<file path="src/hw/rtl/cts_pkg.sv">
`default_nettype none
// ----------------------------------------------------------------------------
// cts_pkg
// Shared types and fixed field widths of the count sorted topic table:
// command and status codes, controller states, cell operations and the
// link that runs between neighboring cells.
// ----------------------------------------------------------------------------
package cts_pkg;

   // fixed widths of the port fields
   localparam int CMD_W      = 3;
   localparam int TOPIC_W    = 12;
   localparam int COUNT_W    = 32;
   localparam int INDEX_W    = 6;
   localparam int STATUS_W   = 3;
   localparam int USED_OUT_W = 7;
   localparam int SUM_W      = 38;

   // command codes
   typedef enum logic [CMD_W-1:0] {
      CMD_INC   = 3'd0,
      CMD_DEC   = 3'd1,
      CMD_QUERY = 3'd2,
      CMD_ADD   = 3'd3,
      CMD_READ  = 3'd4,
      CMD_CLEAR = 3'd5
   } cmd_type;

   // result status codes
   typedef enum logic [STATUS_W-1:0] {
      STAT_OK        = 3'd0,
      STAT_NOT_FOUND = 3'd1,
      STAT_FULL      = 3'd2,
      STAT_BAD_INDEX = 3'd3,
      STAT_SAT       = 3'd4,
      STAT_ZERO      = 3'd5
   } status_type;

   // controller states
   typedef enum logic [2:0] {
      FSM_IDLE,
      FSM_SCAN,
      FSM_GATHER,
      FSM_LOCATE,
      FSM_COMMIT
   } fsm_type;

   // operation broadcast to every cell
   typedef enum logic [3:0] {
      CELL_NOP,
      CELL_SCAN_TOPIC,
      CELL_SCAN_INDEX,
      CELL_ADD,
      CELL_LOCATE_INC,
      CELL_LOCATE_DEC,
      CELL_LOCATE_LAST,
      CELL_COMMIT_MOVE,
      CELL_COMMIT_DROP
   } cell_op_type;

   // flags handed from one cell to the next
   typedef struct packed {
      logic seen;   // a cell further left already matched the topic
      logic cond;   // this cell's compare result for the current operation
   } link_type;

endpackage
`default_nettype wire

</file>
<file path="src/hw/rtl/cts_cell.sv">
`default_nettype none
// ----------------------------------------------------------------------------
// cts_cell
// One table entry: topic and count, plus a selected flag (entry found by the
// scan) and a target flag (entry picked by the locate step). Talks to its
// left and right neighbors and feeds an or-chain that gathers flagged data.
// ----------------------------------------------------------------------------
module cts_cell #(
   parameter int TOPIC_BITS = 12,
   parameter int COUNT_BITS = 32
) (
   input  wire                         clock,
   input  wire                         reset,
   input  cts_pkg::cell_op_type        cell_op,
   input  wire                         slot_valid,
   input  wire                         index_hit,
   input  wire  [TOPIC_BITS-1:0]       key_topic,
   input  wire  [COUNT_BITS-1:0]       cmp_count,
   input  wire  [COUNT_BITS-1:0]       wr_count,
   input  wire  [TOPIC_BITS-1:0]       fill_topic,
   input  wire  [COUNT_BITS-1:0]       fill_count,
   input  cts_pkg::link_type           left_link,
   input  wire                         right_cond,
   input  wire  [TOPIC_BITS-1:0]       left_topic,
   input  wire  [COUNT_BITS-1:0]       left_count,
   input  wire  [TOPIC_BITS-1:0]       chain_topic_in,
   input  wire  [COUNT_BITS-1:0]       chain_count_in,
   output cts_pkg::link_type           link_out,
   output logic [TOPIC_BITS-1:0]       topic_out,
   output logic [COUNT_BITS-1:0]       count_out,
   output logic [TOPIC_BITS-1:0]       chain_topic_out,
   output logic [COUNT_BITS-1:0]       chain_count_out,
   output logic                        sel_flag,
   output logic                        tgt_flag
);
   import cts_pkg::*;

   logic [TOPIC_BITS-1:0] topic_ff, topic_in;
   logic [COUNT_BITS-1:0] count_ff, count_in;
   logic                  sel_ff, sel_in;
   logic                  tgt_ff, tgt_in;
   logic                  hit;
   logic                  cond;
   logic                  drive;

   // compare against the broadcast key or count
   always_comb begin
      hit = slot_valid && (topic_ff == key_topic);
      case (cell_op)
         CELL_ADD,
         CELL_LOCATE_DEC:  cond = slot_valid && (count_ff >= cmp_count);
         CELL_LOCATE_INC:  cond = slot_valid && (count_ff <= cmp_count);
         CELL_LOCATE_LAST: cond = slot_valid;
         default:          cond = 1'b0;
      endcase
      link_out.seen = left_link.seen || ((cell_op == CELL_SCAN_TOPIC) && hit);
      link_out.cond = cond;
   end

   // flag and entry updates
   always_comb begin
      sel_in   = sel_ff;
      tgt_in   = tgt_ff;
      topic_in = topic_ff;
      count_in = count_ff;
      case (cell_op)
         CELL_SCAN_TOPIC: sel_in = hit && !left_link.seen;
         CELL_SCAN_INDEX: sel_in = index_hit && slot_valid;
         CELL_ADD: begin
            // entries below the new count move one place right
            if (!cond) begin
               if (left_link.cond) begin
                  topic_in = key_topic;
                  count_in = cmp_count;
               end else begin
                  topic_in = left_topic;
                  count_in = left_count;
               end
            end
         end
         CELL_LOCATE_INC:  tgt_in = cond && !left_link.cond;
         CELL_LOCATE_DEC,
         CELL_LOCATE_LAST: tgt_in = cond && !right_cond;
         CELL_COMMIT_MOVE: begin
            // target takes the touched topic, the old spot takes the target's
            if (tgt_ff) begin
               topic_in = key_topic;
               count_in = wr_count;
            end else if (sel_ff) begin
               topic_in = fill_topic;
            end
         end
         CELL_COMMIT_DROP: begin
            if (sel_ff) begin
               topic_in = fill_topic;
               count_in = fill_count;
            end
         end
         default: begin
         end
      endcase
   end

   always_ff @(posedge clock) begin
      if (reset) begin
         sel_ff <= 1'b0;
         tgt_ff <= 1'b0;
      end else begin
         sel_ff <= sel_in;
         tgt_ff <= tgt_in;
      end
   end

   always_ff @(posedge clock) begin
      topic_ff <= topic_in;
      count_ff <= count_in;
   end

   // or-chain of the flagged entry's data
   always_comb begin
      drive = ((cell_op == CELL_COMMIT_MOVE) || (cell_op == CELL_COMMIT_DROP)) ?
              tgt_ff : sel_ff;
      chain_topic_out = chain_topic_in | (drive ? topic_ff : '0);
      chain_count_out = chain_count_in | (drive ? count_ff : '0);
   end

   assign topic_out = topic_ff;
   assign count_out = count_ff;
   assign sel_flag  = sel_ff;
   assign tgt_flag  = tgt_ff;

endmodule
`default_nettype wire

</file>
<file path="config.mk">
export PLATFORM = sky130hd
export DESIGN_NAME = cts_cell
export DESIGN_NICKNAME = d
export VERILOG_FILES = /design/src/hw/rtl/cts_pkg.sv /design/src/hw/rtl/cts_cell.sv
export SDC_FILE = /design/constraint.sdc
export NUM_CORES = 1
export LEC_CHECK = 0
export BUFFER_PORTS_ARGS = -buffer_cell sky130_fd_sc_hd__buf_2
export CORE_AREA = 2 2 122 124
export CTS_BUF_LIST = sky130_fd_sc_hd__clkbuf_16
export DETAILED_ROUTE_END_ITERATION = 8
export DIE_AREA = 0 0 124 126
export SETUP_SLACK_MARGIN = 0.15
export SLEW_MARGIN = 20
export SYNTH_ARGS = -nofsm -noshare
export SYNTH_HDL_FRONTEND = slang
export SYNTH_SLANG_ARGS = --single-unit
</file>
<file path="constraint.sdc">
create_clock -name clock -period 3.47 [get_ports clock]
set_input_delay 0.347 -clock clock [delete_from_list [all_inputs] [get_ports clock]]
set_output_delay 0.347 -clock clock [all_outputs]
set_load 0.01 [all_outputs]
</file>
==> results.md <==
Placement:
- Routability-driven placement finished with a final weighted congestion of 0.743.
- The HPWL after detailed placement is 11900 um.
- The placement-stage worst setup slack is 372 ps.
- In this run the tool buffered the top-level ports with 310 buffer cells.

Routing:
- The remaining antenna violation count is 0.
- In the routed design, unresolved DRC markers number 0.
- The total vias in the final route is 4487.
- In the routed layout, each cell is associated on average with a via count of 4.90.
- The routed wirelength normalized by instance count is 16.2 um.
- The first TritonRoute pass finished after 4 iterations.
- For this block, the routed nets add up to 14800 um of wire.
- The first routing iteration left 134 violations.

Synth:
- Summing the areas of all compound-gate instances in the mapped netlist gives 27.3% of the synthesized area.
- Yosys printed 0 warnings.
- The number of distinct library cell variants in the gate-level netlist after synthesis is 49.
- The synthesized design contains 44 enable-type register cells.
- The portion of synthesized cell area occupied by the leading cell type is 32.3%.
- The synthesis-stage register bit count is 46.
- The post-synth net total is 681.
- The sequential cell area fraction in the yosys report is 33.3%.
- By area the synthesized netlist is led by sky130_fd_sc_hd__edfxtp_1, sky130_fd_sc_hd__mux2i_1, sky130_fd_sc_hd__ha_1.
- The largest family of logic cells by synthesized area is compound AO/OA/AOI/OAI gates.
- The post-synthesis mux area share is 10.8%.
- For this run, asynchronously set or reset flops after synthesis account for 0%.
- The number of standard cells after synthesis is 430.
- The most used flip-flop cell after synthesis is sky130_fd_sc_hd__edfxtp_1.
- Summing the areas of all and, or, nand and nor instances in the mapped netlist gives 10.1% of the synthesized area.
- In this run the cell area of the synthesized design comes to 4090 um2.
- The synthesized netlist devotes 2.57% of its cell area to XOR and XNOR gates.
- The largest total area in the synthesized netlist belongs to sky130_fd_sc_hd__edfxtp_1.
- The area share of fa/ha/maj cells after synthesis is 9.79%.
- The average instance in the mapped netlist occupies 9.51 um2.

Power and ir drop:
- The switching power total is 469 uW.
- Of the total power, registers draw 41.6%.
- The internal cell power is 1.16 mW.
- Summing internal, switching and leakage power gives 1.63 mW.
- Per report_power, the clock group accounts for 27.6% of the total.
- The worst-case IR drop observed on VDD is 0.165 mV.
- The standby leakage power is 3.09 nW.
- The share of total power consumed by net switching is 28.8%.
- The combinational cell fraction of total power is 30.8%.
- Dividing total power by cell area gives a power density of 271 nW/um2.

Timing:
- The max-slew violation count is 0.
- The smallest clock period supported by the final layout is computed as 3140 ps.
- The tightest hold path in the finished design has a slack of 258 ps.
- The count of final setup violators is 0.
- The final worst-path setup slack is 328 ps.
- For the pin with the worst max-slew slack, the measured transition is 523 ps.
- The final critical path takes up 90.5% of the cycle.
- After routing, the total negative slack on setup checks comes to 0 ps.
- The number of hold violations in the final report is 0.
- The worst-case clock skew is 7.55 ps.
- Setup repair after global routing left no endpoint under its margin.
- The headroom to the max-slew limit is 65.1%.
- The timing-limited maximum frequency is 318 MHz.

Setup path:
- The required time at the worst-slack endpoint is 3120 ps.
- The beginning of the critical path is count_out[29].
- STA classifies the critical path endpoint as an output pin.
- The maximum net fanout on the critical path is 4.
- STA puts the critical path data arrival time at 2790 ps.
- The worst setup path is of the flip-flop to output pin kind.
- STA classifies the critical path startpoint as a flip-flop.
- The launch point of the worst reg-to-reg path is count_out[29].

Clock tree:
- In this run the deepest clock path goes through 2 buffers.
- The clock transition time at the flip-flop clock pins of the worst setup and hold paths is 60 ps.
- The H-tree level count is 2.
- The clock drives 46 sinks.
- The tree is rooted in a sky130_fd_sc_hd__clkbuf_16.
- The clock reaches the later pin of the worst-skew pair after 290 ps.
- The total CTS buffers is 5.
- The CTS tree is done.

Hold path:
- In this run the most critical hold path is launched from reset.
- The type of the tightest min-delay check is input port to flip-flop.

Global routing:
- The global-route usage over all layers is 18.1%.
- The first global-routing pass estimated 21900 um of wire.
- The number of antenna violations at the first check in global routing is 0.
- Entering global routing, the biggest net connects 45 pins.
- The overall overflow remaining after global route is 0.
- The number of global-route vias before repair is 4365.

Cells and area:
- The relative area change from synthesis to final layout is 47.2%.
- The number of diodes added for antenna fixing is 0.
- Cells with a size suffix above 1 make up 46.2% of the layout.
- The commonest non-fill, non-tap cell in the layout is sky130_fd_sc_hd__buf_2.
- The library cells used most frequently in the layout, excluding fill and tap cells, are sky130_fd_sc_hd__buf_2, sky130_fd_sc_hd__a21o_1, sky130_fd_sc_hd__mux2i_1, sky130_fd_sc_hd__edfxtp_1, sky130_fd_sc_hd__inv_1.
- The utilization of the core after routing is 42.1%.
- The number of nets in the finished design is 983.

Die:
- 311 I/O pins were placed.
- The overall die area is 15600 um2.
- The initial core utilization is 28.6%.
- The standard-cell row count is 44.
- The total core area is 14300 um2.
- The floorplan step set the die width to 124 um.
- From bottom edge to top edge, the die measures 126 um.

Job:
- Max-cap violations in this run came to 0.

Outcome:
- The flow ran to the end, and the final reports show no timing, DRC or antenna violations.
-- layout make-up --
| type | count | area [um2] |
|---|---|---|
| inverters | 37 | 139 |
| clock buffers | 5 | 125 |
| clock inverters | 2 | 7.51 |
| repair buffers | 320 | 1630 |
| fillers | 1484 | 8290 |
| well taps | 184 | 230 |
| multi-input cells | 322 | 2530 |
| flip-flops and latches | 46 | 1360 |
-- power groups by stage --
stage                     sequential (mW)  clock (mW)  combinational, mW
after floorplan                     0.696           0              0.244
after global placement              0.690           0              0.500
after detailed placement            0.690           0              0.503
after CTS                           0.678       0.474              0.505
after global routing                0.683       0.493              0.563
final                               0.678       0.450              0.502
-- cell families (layout without fill, tap and decap cells) --
| kind of cell | Yosys count | in the layout |
|---|---|---|
| simple gates | 76 | 76 |
| xor+xnor | 12 | 12 |
| fa+ha+maj | 32 | 32 |
| buf+inv | 62 | 364 |
| flops | 46 | 46 |
| compound gates | 158 | 158 |
| mux | 44 | 44 |
-- critical path, cell delays in order (launching register included) --
cell                       delay, ps
sky130_fd_sc_hd__edfxtp_1        430
sky130_fd_sc_hd__ha_1            320
sky130_fd_sc_hd__nand4_1         220
sky130_fd_sc_hd__nor2_1           70
sky130_fd_sc_hd__a221o_1         310
sky130_fd_sc_hd__a211o_1         320
sky130_fd_sc_hd__a32o_1          270
sky130_fd_sc_hd__a211o_1         240
sky130_fd_sc_hd__a21oi_2         170
sky130_fd_sc_hd__buf_2           150
-- cells in the mapped netlist (all sizes together), types with 2 or more instances --
cell type   n
a21oi      18
nor2b       2
dfxtp       2
clkbuf     17
nor2       23
nand4      10
a22oi      32
nor4        2
nor3        5
o21ai      37
inv        37
and3        2
edfxtp     44
nand3       7
a21o       45
xnor2      12
a221o      13
ha         32
mux2i      44
a211o       2
buf         8
nand2      12
nand2b      7
a221oi      2
-- repair_timing --
action,CTS,global route
buffers inserted,0,0
setup endpoints to repair,0,1
resized for setup,0,4
hold buffers,0,0
-- routing by layer --
metal / GRT usage, % / wire length [um] / part of all wire, % / vias to the layer above
met2: 33.1 / 7310 / 49 / 204
met3: 3.31 / 1110 / 7.5 / 9
met4: 3.77 / 139 / 0.94 / 0
met1: 21.9 / 6290 / 42 / 2022
li1: - / - / - / 2252
met5: 0 / 0 / 0 / -
-- sequential cells by signal, indices dropped and copies added, names as in the netlist --
register / count
tgt_flag: 1
topic_out: 12
count_out: 32
sel_flag: 1
-- worst paths after layout --
path	slack, ps	depth (start not counted)	endpoint
hold reg to reg	540	2	tgt_flag
setup / recovery	330	9	link_out[0]
setup reg to reg	420	9	count_out[17]
hold / removal	260	2	sel_flag
-- per-stage QoR --
step	std cells	area, um2
6_report	916	6020
5_1_grt	916	6020
4_1_cts	916	5990
3_5_place_dp	909	5860
3_3_place_gp	909	5860
2_1_floorplan	430	4100
Note: power is estimated with default switching activity, not from simulation.
